==> src/hw/rtl/fdp_pkg.sv <==
`timescale 1ns / 1ps
// ----------------------------------------------------------------------------
// fdp_pkg
// Types and constants shared by the four-term dot product pipeline.
// ----------------------------------------------------------------------------
package fdp_pkg;

	localparam int LANES      = 4;
	localparam int MANT_W     = 27;
	localparam int EXP_W      = 10;
	localparam int TOP_W      = 9;
	localparam int SUM_W      = 30;
	localparam int FRAC_W     = 23;

	localparam logic [31:0]        NAN_WORD  = 32'h7F80_0001;
	localparam logic [7:0]         EXP_MAX   = 8'hFF;
	localparam logic [FRAC_W-1:0]  FRAC_ZERO = '0;
	localparam logic [MANT_W-1:0]  INF_MANT  = 27'h200_0000;
	localparam logic signed [EXP_W-1:0] BIAS     = 10'sd127;
	localparam logic signed [EXP_W-1:0] INF_EXP  = 10'sd255;
	localparam logic [10:0]        DROP_DIST = 11'd32;

	// One product term after the multiply stage.
	typedef struct packed {
		logic [MANT_W-1:0]       mant;
		logic signed [EXP_W-1:0] expo;
		logic                    neg;
		logic                    nan;
	} fdp_term_t;

	// Signed sum of the aligned terms with its shared exponent.
	typedef struct packed {
		logic signed [SUM_W-1:0] sum;
		logic [TOP_W-1:0]        top;
		logic                    nan;
	} fdp_sum_t;

endpackage

==> src/hw/rtl/fdp_align.sv <==
`timescale 1ns / 1ps
// ----------------------------------------------------------------------------
// fdp_align
// Stages two and three: finds the largest exponent, then aligns and sums.
// ----------------------------------------------------------------------------
module fdp_align (
	input  logic                                    clk,
	input  logic                                    arst_n,
	input  logic                                    in_valid,
	output logic                                    in_ready,
	input  fdp_pkg::fdp_term_t [fdp_pkg::LANES-1:0] terms,
	output logic                                    out_valid,
	input  logic                                    out_ready,
	output fdp_pkg::fdp_sum_t                       result
);
	import fdp_pkg::*;

	logic                          valid_s2, valid_s3;
	logic                          adv_s2, adv_s3;
	logic [LANES-1:0][MANT_W-1:0]  mant_s2;
	logic [LANES-1:0]              neg_s2;
	logic [LANES-1:0]              drop_s2;
	logic [LANES-1:0][4:0]         sh_s2;
	logic [TOP_W-1:0]              top_s2;
	logic                          nan_s2;
	fdp_sum_t                      sum_s3;

	logic signed [EXP_W-1:0]       top_d;
	logic                          nan_d;
	logic                          big_pos, big_neg;
	logic [LANES-1:0][10:0]        gap_d;
	logic signed [SUM_W-1:0]       sum_d;

	assign adv_s3   = !valid_s3 || out_ready;
	assign adv_s2   = !valid_s2 || adv_s3;
	assign in_ready = adv_s2;

	// Largest exponent (never below zero) and the NaN conditions.
	always_comb begin
		top_d   = '0;
		nan_d   = 1'b0;
		big_pos = 1'b0;
		big_neg = 1'b0;
		for (int i = 0; i < LANES; i++) begin
			if (terms[i].expo > top_d) begin
				top_d = terms[i].expo;
			end
			nan_d = nan_d | terms[i].nan;
			if (terms[i].expo >= INF_EXP) begin
				big_pos = big_pos | !terms[i].neg;
				big_neg = big_neg | terms[i].neg;
			end
		end
		nan_d = nan_d | (big_pos & big_neg);
	end

	// Distance of each term below the largest exponent.
	for (genvar i = 0; i < LANES; i++) begin : g_gap
		assign gap_d[i] = 11'($signed({1'b0, top_d}) - $signed({terms[i].expo[EXP_W-1],
			terms[i].expo}));
	end

	always_ff @(posedge clk or negedge arst_n) begin
		if (!arst_n) begin
			valid_s2 <= 1'b0;
			valid_s3 <= 1'b0;
		end else begin
			if (adv_s2) begin
				valid_s2 <= in_valid;
			end
			if (adv_s3) begin
				valid_s3 <= valid_s2;
			end
		end
	end

	always_ff @(posedge clk) begin
		if (adv_s2 && in_valid) begin
			for (int i = 0; i < LANES; i++) begin
				mant_s2[i] <= terms[i].mant;
				neg_s2[i]  <= terms[i].neg;
				drop_s2[i] <= gap_d[i] >= DROP_DIST;
				sh_s2[i]   <= gap_d[i][4:0];
			end
			top_s2 <= top_d[TOP_W-1:0];
			nan_s2 <= nan_d;
		end
	end

	// Shift each term into place and add them as signed integers.
	always_comb begin
		logic [MANT_W-1:0] aligned;
		sum_d = '0;
		for (int i = 0; i < LANES; i++) begin
			aligned = drop_s2[i] ? '0 : (mant_s2[i] >> sh_s2[i]);
			if (neg_s2[i]) begin
				sum_d = sum_d - $signed({3'b000, aligned});
			end else begin
				sum_d = sum_d + $signed({3'b000, aligned});
			end
		end
	end

	always_ff @(posedge clk) begin
		if (adv_s3 && valid_s2) begin
			sum_s3.sum <= sum_d;
			sum_s3.top <= top_s2;
			sum_s3.nan <= nan_s2;
		end
	end

	assign out_valid = valid_s3;
	assign result    = sum_s3;

endmodule

==> config.mk <==
export PLATFORM = sky130hd
export DESIGN_NAME = fdp_align
export DESIGN_NICKNAME = d
export VERILOG_FILES = /design/src/hw/rtl/fdp_pkg.sv /design/src/hw/rtl/fdp_align.sv
export SDC_FILE = /design/constraint.sdc
export NUM_CORES = 1
export LEC_CHECK = 0
export BUFFER_PORTS_ARGS = -buffer_cell sky130_fd_sc_hd__buf_2
export CAP_MARGIN = 25
export CORE_UTILIZATION = 35
export CTS_BUF_LIST = sky130_fd_sc_hd__clkbuf_4
export CTS_CLUSTER_DIAMETER = 120
export DETAILED_ROUTE_END_ITERATION = 8
export GPL_TIMING_DRIVEN = 0
export PLACE_DENSITY = 0.57
export SLEW_MARGIN = 20
export SYNTH_ARGS = -nofsm -noshare
export SYNTH_HDL_FRONTEND = slang
export SYNTH_SLANG_ARGS = --single-unit
==> constraint.sdc <==
create_clock -name clk -period 7.65 [get_ports clk]
set_clock_uncertainty 0.1 [all_clocks]
set_input_delay 0.765 -clock clk [delete_from_list [all_inputs] [get_ports clk]]
set_output_delay 0.765 -clock clk [all_outputs]
set_load 0.02 [all_outputs]
==> flow_summary.json <==
{
  "r2r_slack_ns": -0.80,
  "grt_pass1_wl_mm": 112.7,
  "syn2layout_area_growth_pct": 25.77,
  "clkLatencyLatePin_ns": 0.77,
  "crit_required_ns": 8.06,
  "worstMarginPinSlew_ns": 1.034,
  "final.min_clock_period_ns": 8.449,
  "yosys-top-cells-count": "nor2_1, edfxtp_1, nand2_1",
  "route.detailed.drc": 0,
  "max_cap_viol_count": 0,
  "post-route-worst-setup-slack_ns": -0.7991,
  "reg2reg_to": "result[39]",
  "endpoint_kind": "flip-flop",
  "drive_above_1_share_pct": 28.21,
  "initial_core_util_pct": 35.65,
  "async_flop_share_pct": 1.064,
  "design_area_um2": 27260,
  "critPathMostFrequentCell": "xnor2_1",
  "ios": 202,
  "fmax_mhz": 118.4,
  "r2r-start": "sh_s2[1]",
  "whs_ns": 0.09819,
  "coreArea_um2": 60810,
  "grt_max_degree": 62,
  "synth.net_count": 2683,
  "hp-class": "in2reg",
  "slowest_delay_ns": 0.54,
  "top_usage_layer": "met2",
  "ys_warn_count": 0,
  "routed_wl_mm": 74.23,
  "hpwlAfterDp_mm": 58.03,
  "critPathSlowestCell": "mux4_2",
  "post_dp_cell_area_um2": 24020,
  "synth_cell_types": 99,
  "synth_area_leader_cell": "edfxtp_1",
  "overflow": 0,
  "ys.flop_type": "edfxtp_1",
  "yosysMostFrequentCell": "nor2_1",
  "grt_pass1_vias": 19736,
  "hold_end": "mant_s2[4]",
  "clockRootBuffer": "clkbuf_4",
  "clockBufferDepth": 2,
  "ys_top_cells_by_area": "edfxtp_1, ha_1, mux4_2",
  "crit_fanout": 8,
  "ant_nets": 0,
  "hold_violations": 0,
  "clk_pin_slew_ns": 0.17,
  "antenna_found_initial": 9,
  "maxSlewViolCount": 0,
  "wl_per_cell_um": 20.82,
  "htreeDepth": 4,
  "synth-edff-count": 186,
  "use_met2_pct": 37.44,
  "hold_depth": 1,
  "setup_viol": 10,
  "crit_type": "reg2reg",
  "cts_tree": "built",
  "die_area_um2": 62930,
  "cts_sinks": 188,
  "min_from": "terms[16]",
  "drt_iter0_markers": 1610,
  "worstPathArrival_ns": 8.86,
  "final.period_utilization_pct": 110.4,
  "worstRegToRegCells": 36,
  "slew_headroom_pct": 30.54,
  "fin_util_pct": 44.83,
  "place_congestion": 0.9697,
  "synth_top_area_share_pct": 25.77,
  "failed_checks": "negative setup slack",
  "netlist_instances": 2357,
  "io_buffers": 201,
  "die_h_um": 250.9,
  "startpoint_type": "flip-flop",
  "drt_first_pass_iters": 6,
  "grt_usage_pct": 22.78,
  "tns_ns": -4.470,
  "die-width_um": 250.9,
  "use_met1_pct": 31.05,
  "rows": 90,
  "num_vias": 20712,
  "numCtsBuffers": 17,
  "post_drt_via_cell_ratio": 5.810,
  "mappedNetlistArea_um2": 21680,
  "rsz0062_at_grt": "yes",
  "status": "complete, but fails checks",
  "ys_ff_latch": 188,
  "finalNetCount": 3092,
  "synth_area_per_cell_um2": 9.197,
  "grt_util_met3_pct": 3.251,
  "yosysSeqAreaShare_pct": 26.00
}
==> worst max-delay path, delay by kind of cell (launching register included) <==
kind	cells	cell delay [ns]
adders and majority gates	3	0.86
AOI/OAI and AO/OA	18	3.52
xor gates and xnor gates	5	0.75
and+or+nand+nor	5	1.17
muxes	2	0.86
DFF	1	0.48
buffers and inverters	3	0.50
==> cells by family (layout without fill, tap and decap cells) <==
kind of cell,count (synthesis),after routing,share of synthesized area [%]
AOI/OAI and AO/OA,651,651,19.75
adders and majority gates,166,166,9.824
DFF,188,188,26.00
and+or+nand+nor,698,698,16.06
other,1,5,0.01730
xor gates and xnor gates,167,167,6.846
muxes,255,255,16.91
buffers and inverters,231,653,4.595
==> worst max path at each step <==
stage                     startpoint          to  slack [ns]  depth (start not counted)
after floorplan             sh_s2[1]  result[39]       -0.28                         39
after global placement      sh_s2[0]  result[39]       -1.70                         37
after detailed placement    sh_s2[0]  result[39]       -1.72                         37
after CTS                   sh_s2[1]  result[39]       -0.71                         39
after global routing        sh_s2[1]  result[39]       -1.04                         40
final                       sh_s2[1]  result[39]       -0.80                         36
==> flip-flops by register name, indices dropped and copies added, names as in the netlist <==
| signal | flops |
|---|---|
| mant_s2 | 108 |
| result | 40 |
| sh_s2 | 20 |
| top_s2 | 9 |
| drop_s2 | 4 |
| neg_s2 | 4 |
| nan_s2 | 1 |
| out_valid | 1 |
| valid_s2 | 1 |
==> per-layer routing <==
layer,part of all wire [%],vias up
li1,-,9775
met1,45,10064
met2,47,745
met3,5.7,118
met4,2.5,10
met5,0.073,-
==> timing repair <==
| item | 4_1_cts | 5_1_grt |
|---|---|---|
| resized for setup | 128 | 186 |
| buffers inserted | 72 | 45 |
| cloned | 1 | 1 |
| endpoints found under the setup margin | 21 | 23 |
| hold buffers | 69 | 0 |
| hold endpoints to repair | 70 | 0 |
| pin swaps | 70 | 99 |
==> cells in the final DEF (no fill, tap or decap), types with 30 or more instances in the layout <==
cell,count
buf_2,221
nor2_1,188
edfxtp_1,186
nand2_1,169
ha_1,133
a21oi_1,128
inv_1,113
buf_4,109
mux2i_1,104
xnor2_1,93
o21ai_0,89
mux4_2,79
dlygate4sd3_1,69
xor2_1,59
clkbuf_1,43
nand2b_1,41
nor2b_1,40
mux2_2,38
a31oi_1,38
nor3_1,37
o22ai_1,35
nand3_1,32
a21o_1,31
o21a_1,30
==> metrics by stage <==
step / setup WS, ns / std cells
floorplan: -0.2826 / 2357
global placement: -1.696 / 3340
detailed placement: -1.716 / 3344
CTS: -0.7060 / 3517
global route: -1.037 / 3564
finish: -0.7991 / 3565
==> cell type report <==
| type | count | area, um^2 |
|---|---|---|
| multi-input combinational | 1938 | 16420 |
| inverter | 129 | 505.5 |
| timing repair buffer | 391 | 2761 |
| fill | 5827 | 33550 |
| tap | 782 | 978.4 |
| sequential | 188 | 5635 |
| buffer | 101 | 641.9 |
| antenna | 4 | 10.01 |
| clock buffer | 18 | 135.1 |
| clock inverter | 14 | 175.2 |
Power is left out: the tool's default activity adds up to more than one toggle a clock period on the data nets, which glitch-free logic cannot reach.
