### config.mk
export PLATFORM = sky130hd
export DESIGN_NAME = fdp_norm
export DESIGN_NICKNAME = d
export VERILOG_FILES = /design/src/hw/rtl/fdp_pkg.sv /design/src/hw/rtl/fdp_norm.sv
export SDC_FILE = /design/constraint.sdc
export NUM_CORES = 1
export LEC_CHECK = 0
export ABC_AREA = 1
export CORE_MARGIN = 2
export CORE_UTILIZATION = 50
export CTS_CLUSTER_DIAMETER = 100
export DETAILED_ROUTE_END_ITERATION = 7
export DONT_BUFFER_PORTS = 1
export GPL_TIMING_DRIVEN = 0
export PLACE_DENSITY_LB_ADDON = 0.12
export SLEW_MARGIN = 5
export SYNTH_ARGS = -nofsm -noshare
export SYNTH_HDL_FRONTEND = slang
export SYNTH_SLANG_ARGS = --single-unit
### constraint.sdc
create_clock -name clk -period 14.49 [get_ports clk]
set_clock_uncertainty 0.2 [all_clocks]
set_input_delay 0 -clock clk [delete_from_list [all_inputs] [get_ports clk]]
set_output_delay 0 -clock clk [all_outputs]
set_load 0.01 [all_outputs]
### src/hw/rtl/fdp_pkg.sv
`timescale 1ns / 1ps
// ----------------------------------------------------------------------------
// fdp_pkg
// Types and constants shared by the four-term dot product pipeline.
// ----------------------------------------------------------------------------
package fdp_pkg;

	localparam int LANES      = 4;
	localparam int MANT_W     = 27;
	localparam int EXP_W      = 10;
	localparam int TOP_W      = 9;
	localparam int SUM_W      = 30;
	localparam int FRAC_W     = 23;

	localparam logic [31:0]        NAN_WORD  = 32'h7F80_0001;
	localparam logic [7:0]         EXP_MAX   = 8'hFF;
	localparam logic [FRAC_W-1:0]  FRAC_ZERO = '0;
	localparam logic [MANT_W-1:0]  INF_MANT  = 27'h200_0000;
	localparam logic signed [EXP_W-1:0] BIAS     = 10'sd127;
	localparam logic signed [EXP_W-1:0] INF_EXP  = 10'sd255;
	localparam logic [10:0]        DROP_DIST = 11'd32;

	// One product term after the multiply stage.
	typedef struct packed {
		logic [MANT_W-1:0]       mant;
		logic signed [EXP_W-1:0] expo;
		logic                    neg;
		logic                    nan;
	} fdp_term_t;

	// Signed sum of the aligned terms with its shared exponent.
	typedef struct packed {
		logic signed [SUM_W-1:0] sum;
		logic [TOP_W-1:0]        top;
		logic                    nan;
	} fdp_sum_t;

endpackage

### src/hw/rtl/fdp_norm.sv
`timescale 1ns / 1ps
// ----------------------------------------------------------------------------
// fdp_norm
// Stages four and five: magnitude and leading one, then round and pack.
// ----------------------------------------------------------------------------
module fdp_norm (
	input  logic              clk,
	input  logic              arst_n,
	input  logic              in_valid,
	output logic              in_ready,
	input  fdp_pkg::fdp_sum_t sum_in,
	output logic              out_valid,
	input  logic              out_ready,
	output logic [31:0]       dot_word
);
	import fdp_pkg::*;

	logic                  valid_s4, valid_s5;
	logic                  adv_s4, adv_s5;
	logic [MANT_W-1:0]     mag_s4;
	logic [4:0]            msb_s4;
	logic                  sign_s4, zero_s4, nan_s4;
	logic [TOP_W-1:0]      top_s4;
	logic [31:0]           word_s5;

	logic [SUM_W-2:0]      absv;
	logic [MANT_W-1:0]     mag_d;
	logic [4:0]            msb_d;
	logic [31:0]           word_d;

	assign adv_s5   = !valid_s5 || out_ready;
	assign adv_s4   = !valid_s4 || adv_s5;
	assign in_ready = adv_s4;

	// Magnitude with the guard bits dropped, and its leading one.
	always_comb begin
		absv  = sum_in.sum[SUM_W-1] ? (SUM_W-1)'(-sum_in.sum) : sum_in.sum[SUM_W-2:0];
		mag_d = absv[SUM_W-2:2];
		msb_d = '0;
		for (int i = 0; i < MANT_W; i++) begin
			if (mag_d[i]) begin
				msb_d = 5'(i);
			end
		end
	end

	always_ff @(posedge clk or negedge arst_n) begin
		if (!arst_n) begin
			valid_s4 <= 1'b0;
			valid_s5 <= 1'b0;
		end else begin
			if (adv_s4) begin
				valid_s4 <= in_valid;
			end
			if (adv_s5) begin
				valid_s5 <= valid_s4;
			end
		end
	end

	always_ff @(posedge clk) begin
		if (adv_s4 && in_valid) begin
			mag_s4  <= mag_d;
			msb_s4  <= msb_d;
			sign_s4 <= sum_in.sum[SUM_W-1];
			zero_s4 <= (mag_d == '0) || (sum_in.top == '0);
			nan_s4  <= sum_in.nan;
			top_s4  <= sum_in.top;
		end
	end

	// Round half to even once, normalise to 24 bits and pack the word.
	always_comb begin
		logic [1:0]          rsh;
		logic [MANT_W-1:0]   rb;
		logic                up;
		logic [MANT_W:0]     rounded;
		logic [2:0]          nsh;
		logic [MANT_W:0]     shifted;
		logic [4:0]          lsh;
		logic signed [10:0]  expn;
		logic [FRAC_W-1:0]   frac;
		rsh     = '0;
		rb      = '0;
		up      = 1'b0;
		rounded = '0;
		nsh     = '0;
		shifted = '0;
		lsh     = '0;
		if (msb_s4 > 5'd23) begin
			rsh     = 2'(msb_s4 - 5'd23);
			rb      = MANT_W'(1) << (rsh - 2'd1);
			up      = ((mag_s4 & rb) != '0) &&
				(((mag_s4 & (rb << 1)) != '0) || ((mag_s4 & (rb - 1'b1)) != '0));
			rounded = {1'b0, mag_s4} + (up ? {1'b0, rb} : '0);
			nsh     = {1'b0, rsh} + {2'b00, rounded[msb_s4 + 5'd1]};
			shifted = rounded >> nsh;
			expn    = $signed({2'b00, top_s4}) + $signed({8'd0, nsh});
		end else begin
			lsh     = 5'd23 - msb_s4;
			shifted = {1'b0, mag_s4} << lsh;
			expn    = $signed({2'b00, top_s4}) - $signed({6'd0, lsh});
		end
		frac = shifted[FRAC_W-1:0];
		if (nan_s4) begin
			word_d = NAN_WORD;
		end else if (zero_s4) begin
			word_d = '0;
		end else if (expn >= 11'sd255) begin
			word_d = {sign_s4, EXP_MAX, FRAC_ZERO};
		end else if (expn <= 11'sd0) begin
			word_d = '0;
		end else begin
			word_d = {sign_s4, expn[7:0], frac};
		end
	end

	always_ff @(posedge clk) begin
		if (adv_s5 && valid_s4) begin
			word_s5 <= word_d;
		end
	end

	assign out_valid = valid_s5;
	assign dot_word  = word_s5;

endmodule
==> impl_metrics.sql <==
INSERT INTO impl_metrics (metric_group, metric, value, unit) VALUES
('timing', 'final-hold-violation-count', '0', ''),
('worst_setup_path', 'worst-path-stages', '52', ''),
('power', 'ir_drop', '71.9', 'uV'),
('worst_setup_path', 'worstPathArrival', '10.52', 'ns'),
('detailed_routing', 'route.vias.total', '7771', ''),
('cts', 'post-cts-setup-buffer-count', '0', ''),
('detailed_routing', 'detail_route.iter0.violations', '839', ''),
('worst_setup_path', 'endpoint', 'dot_word[22]$_SDFFCE_PP0P_', ''),
('worst_setup_path', 'reg2regPathDepth', '52', ''),
('synth', 'syn_inst', '1111', ''),
('grt', 'grt_use_met1', '0.372', ''),
('min_path', 'hp-class', 'in -> reg', ''),
('place', 'place.gp.congestion', '0.991', ''),
('timing', 'timing.final.max_slew_violations', '0', ''),
('cells_and_area', 'multiInputGateArea', '4490', 'sq um'),
('synth', 'synth_area_per_cell', '6.76', 'sq um'),
('worst_setup_path', 'cell_with_the_largest_stage_delay_on_the_worst_path', 'sky130_fd_sc_hd__ha_1', ''),
('worst_setup_path', 'rrSetupSlack', '3.85', 'ns'),
('place', 'port_buffers', '0', ''),
('synth', 'ys_types', '53', ''),
('cells_and_area', 'syn_to_final_growth', '18.5', '%'),
('power', 'leakagePower', '3.79', 'nW'),
('worst_setup_path', 'endpoint_kind', 'flop', ''),
('synth', 'postSynth.asyncResetShare', '0.0256', ''),
('power', 'power.density_cell_area', '104', 'nW/um^2'),
('timing', 'worst-slew-pin-transition', '0.858', 'ns'),
('synth', 'synth-seq-area-share', '0.311', ''),
('cells_and_area', 'finalNetCount', '1274', ''),
('cts', 'cts_max_level', '3', ''),
('cts', 'clk_path_buf_depth', '2', ''),
('cts', 'cts.root.buffer_cell', 'sky130_fd_sc_hd__clkbuf_16', ''),
('grt', 'grt_pass1_wl', '36100', 'um'),
('detailed_routing', 'post-route-drc-count', '0', ''),
('cts', 'cts.reportedPaths.clkPinSlew', '0.06', 'ns'),
('cells_and_area', 'share_of_cells_above_drive_strength_1', '0.0545', ''),
('cts', 'tritoncts_clock_tree', 'done', ''),
('grt', 'grt_max_degree', '45', ''),
('worst_setup_path', 'r2r-start', 'msb_s4[0]$_SDFFCE_PP0P_', ''),
('detailed_routing', 'drtPass1Iterations', '6', ''),
('die', 'fp.dieW', '127', 'um'),
('timing', 'rsz0062_at_grt', 'false', ''),
('synth', 'synth.ff_latch_count', '78', ''),
('cells_and_area', 'diodes', '0', ''),
('worst_setup_path', 'crit_buf_inv', '12', ''),
('outcome', 'outcome', 'finished clean', ''),
('worst_setup_path', 'setup_crit_start', 'msb_s4[0]$_SDFFCE_PP0P_', ''),
('worst_setup_path', 'crit_path_start_kind', 'flop', ''),
('synth', 'synth.yosys.warnings', '0', ''),
('die', 'chipHeight', '127', 'um'),
('grt', 'grt.overflow.total', '0', ''),
('grt', 'grtUsageMet3', '0.0384', ''),
('cts', 'numCtsBuffers', '9', ''),
('die', 'coreArea', '14600', 'sq um'),
('cts', 'cts.repair.resized', '0', ''),
('die', 'fp.dieArea', '16000', 'sq um'),
('timing', 'slew-limit-headroom', '0.427', ''),
('die', 'rows', '44', ''),
('detailed_routing', 'routed_wire_length_per_instance', '15.8', 'um'),
('run', 'drv.max_cap_violation_count', '0', ''),
('die', 'initial_core_utilization', '0.515', ''),
('worst_setup_path', 'reg2reg_to', 'dot_word[22]$_SDFFCE_PP0P_', ''),
('worst_setup_path', 'worstPathMaxFanout', '14', ''),
('detailed_routing', 'route.antenna.remaining_nets', '0', ''),
('synth', 'mappedNetlistNets', '1180', ''),
('cts', 'clock_sink_count', '78', ''),
('synth', 'post_synth_instance_area', '7510', 'sq um'),
('grt', 'grt.total_usage', '0.282', ''),
('cts', 'cts_hold_buf', '82', ''),
('timing', 'clock.fmax', '94.0', 'MHz'),
('detailed_routing', 'route.detailed.vias_per_inst', '5.57', ''),
('synth', 'synth_flop_cell', 'sky130_fd_sc_hd__edfxtp_1', '');
## cell type report
| type | instances | share of cell area |
|---|---|---|
| Timing Repair Buffer | 83 | 0.0945 |
| Inverter | 143 | 0.0603 |
| Buffer | 42 | 0.0183 |
| Clock inverter | 6 | 0.00801 |
| Multi-Input combinational cell | 848 | 0.504 |
| Sequential cell | 78 | 0.262 |
| Clock buffer | 10 | 0.0268 |
| Tap cell | 184 | 0.0259 |
## power breakdown
group | internal, mW | total [mW] | switching [mW]
Combinational | 0.133 | 0.392 | 0.259
Sequential | 0.278 | 0.300 | 0.0221
Clock | 0.139 | 0.232 | 0.0929
Total | 0.550 | 0.924 | 0.374
## cell usage in the layout (no fill, tap or decap), types with 4 or more instances in the layout
master	synthesis	final
sky130_fd_sc_hd__a21oi_1	51	50
sky130_fd_sc_hd__a22oi_1	10	10
sky130_fd_sc_hd__a31oi_1	11	11
sky130_fd_sc_hd__buf_1	7	7
sky130_fd_sc_hd__clkbuf_1	33	33
sky130_fd_sc_hd__clkbuf_16	0	9
sky130_fd_sc_hd__clkinv_1	4	4
sky130_fd_sc_hd__dlygate4sd3_1	0	82
sky130_fd_sc_hd__edfxtp_1	76	76
sky130_fd_sc_hd__ha_1	22	22
sky130_fd_sc_hd__inv_1	130	129
sky130_fd_sc_hd__inv_2	9	10
sky130_fd_sc_hd__mux2i_1	11	11
sky130_fd_sc_hd__nand2_1	315	315
sky130_fd_sc_hd__nand2_2	5	5
sky130_fd_sc_hd__nand3_1	66	66
sky130_fd_sc_hd__nand3b_1	6	6
sky130_fd_sc_hd__nand4_1	15	15
sky130_fd_sc_hd__nor2_1	87	87
sky130_fd_sc_hd__nor2_4	7	7
sky130_fd_sc_hd__nor3_1	19	19
sky130_fd_sc_hd__nor4_1	8	8
sky130_fd_sc_hd__o2111ai_1	4	4
sky130_fd_sc_hd__o211ai_1	10	10
sky130_fd_sc_hd__o21ai_0	112	112
sky130_fd_sc_hd__o21ai_1	10	10
sky130_fd_sc_hd__o221ai_1	4	4
sky130_fd_sc_hd__o31ai_1	4	4
sky130_fd_sc_hd__or2_2	7	7
sky130_fd_sc_hd__xor2_1	23	23
## layer usage
layer,share of wire,wire length (um)
met3,0.056,1230
met4,0.041,910
met1,0.44,9670
met2,0.46,10200
met5,0,0
## logic make-up (layout without fill, tap and decap cells)
group | Yosys count | after routing | synth area share
compound gates | 232 | 232 | 0.175
xor+xnor | 26 | 26 | 0.0303
fa+ha+maj | 25 | 25 | 0.0447
buf+inv | 185 | 284 | 0.0932
flops | 78 | 78 | 0.311
mux | 11 | 11 | 0.0147
simple gates | 554 | 554 | 0.332
## how the worst min path moves through the flow
stage,to,from,slack (ns),cells after the start
after CTS,mag_s4[25]$_DFFE_PP_,sum_in[36],0.02,4
after global placement,valid_s4$_DFFE_PN0N_,arst_n,-0.50,0
after detailed placement,valid_s4$_DFFE_PN0N_,arst_n,-0.50,0
after floorplan,out_valid$_DFFE_PN0P_,arst_n,-0.50,0
final,mag_s4[25]$_DFFE_PP_,sum_in[36],0.02,4
after global routing,mag_s4[25]$_DFFE_PP_,sum_in[36],0.06,4
## cell usage after synthesis, types with 3 or more instances
library cell,count,area share
sky130_fd_sc_hd__nand3b_1,6,0.0060
sky130_fd_sc_hd__nor2_1,87,0.043
sky130_fd_sc_hd__nand4_1,15,0.012
sky130_fd_sc_hd__o211ai_1,10,0.010
sky130_fd_sc_hd__nand2_4,3,0.0045
sky130_fd_sc_hd__mux2i_1,11,0.015
sky130_fd_sc_hd__a31oi_1,11,0.0092
sky130_fd_sc_hd__clkinv_1,4,0.0020
sky130_fd_sc_hd__o22ai_1,3,0.0025
sky130_fd_sc_hd__xor2_1,23,0.027
sky130_fd_sc_hd__edfxtp_1,76,0.30
sky130_fd_sc_hd__o31ai_1,4,0.0040
sky130_fd_sc_hd__a22oi_1,10,0.010
sky130_fd_sc_hd__nand2_2,5,0.0042
sky130_fd_sc_hd__nand3_1,66,0.044
sky130_fd_sc_hd__nand2_1,315,0.16
sky130_fd_sc_hd__ha_1,22,0.037
sky130_fd_sc_hd__xnor2_1,3,0.0035
sky130_fd_sc_hd__o21ai_1,10,0.0067
sky130_fd_sc_hd__nor2_2,3,0.0025
sky130_fd_sc_hd__inv_1,130,0.065
sky130_fd_sc_hd__buf_1,7,0.0035
sky130_fd_sc_hd__or2_2,7,0.0058
sky130_fd_sc_hd__o21ai_0,112,0.075
sky130_fd_sc_hd__a21oi_1,51,0.034
sky130_fd_sc_hd__nor3_1,19,0.013
sky130_fd_sc_hd__o311ai_0,3,0.0035
sky130_fd_sc_hd__o2111ai_1,4,0.0047
sky130_fd_sc_hd__clkbuf_1,33,0.016
sky130_fd_sc_hd__fa_1,3,0.0080
sky130_fd_sc_hd__o221ai_1,4,0.0047
sky130_fd_sc_hd__nor2_4,7,0.010
sky130_fd_sc_hd__nor4_1,8,0.0067
sky130_fd_sc_hd__inv_2,9,0.0045
## tightest hold or removal path: cells and delay by family
| kind | cells | cell delay (ns) |
|---|---|---|
| AO/OA/AOI/OAI | 1 | 0.18 |
| AND/OR/NAND/NOR | 3 | 0.24 |
## flip-flops by register name, summed over array words and instances (netlist names)
name	count
nan_s4	1
top_s4	9
out_valid	1
sign_s4	1
mag_s4	27
valid_s4	1
zero_s4	1
msb_s4	5
dot_word	32
## stage by stage
stage                     hold slack, ns  power, mW  instances  instance area, sq um  setup slack [ns]
after global placement            -0.496      0.660       1295                  7740              4.15
after CTS                         0.0162      0.915       1394                  8900              3.99
after floorplan                   -0.496      0.569       1111                  7510              6.19
after global routing              0.0588      0.987       1394                  8900              2.91
after detailed placement          -0.496      0.662       1296                  7770              4.05
final                             0.0177      0.924       1394                  8900              3.85
Note: power is estimated with default switching activity, not from simulation.
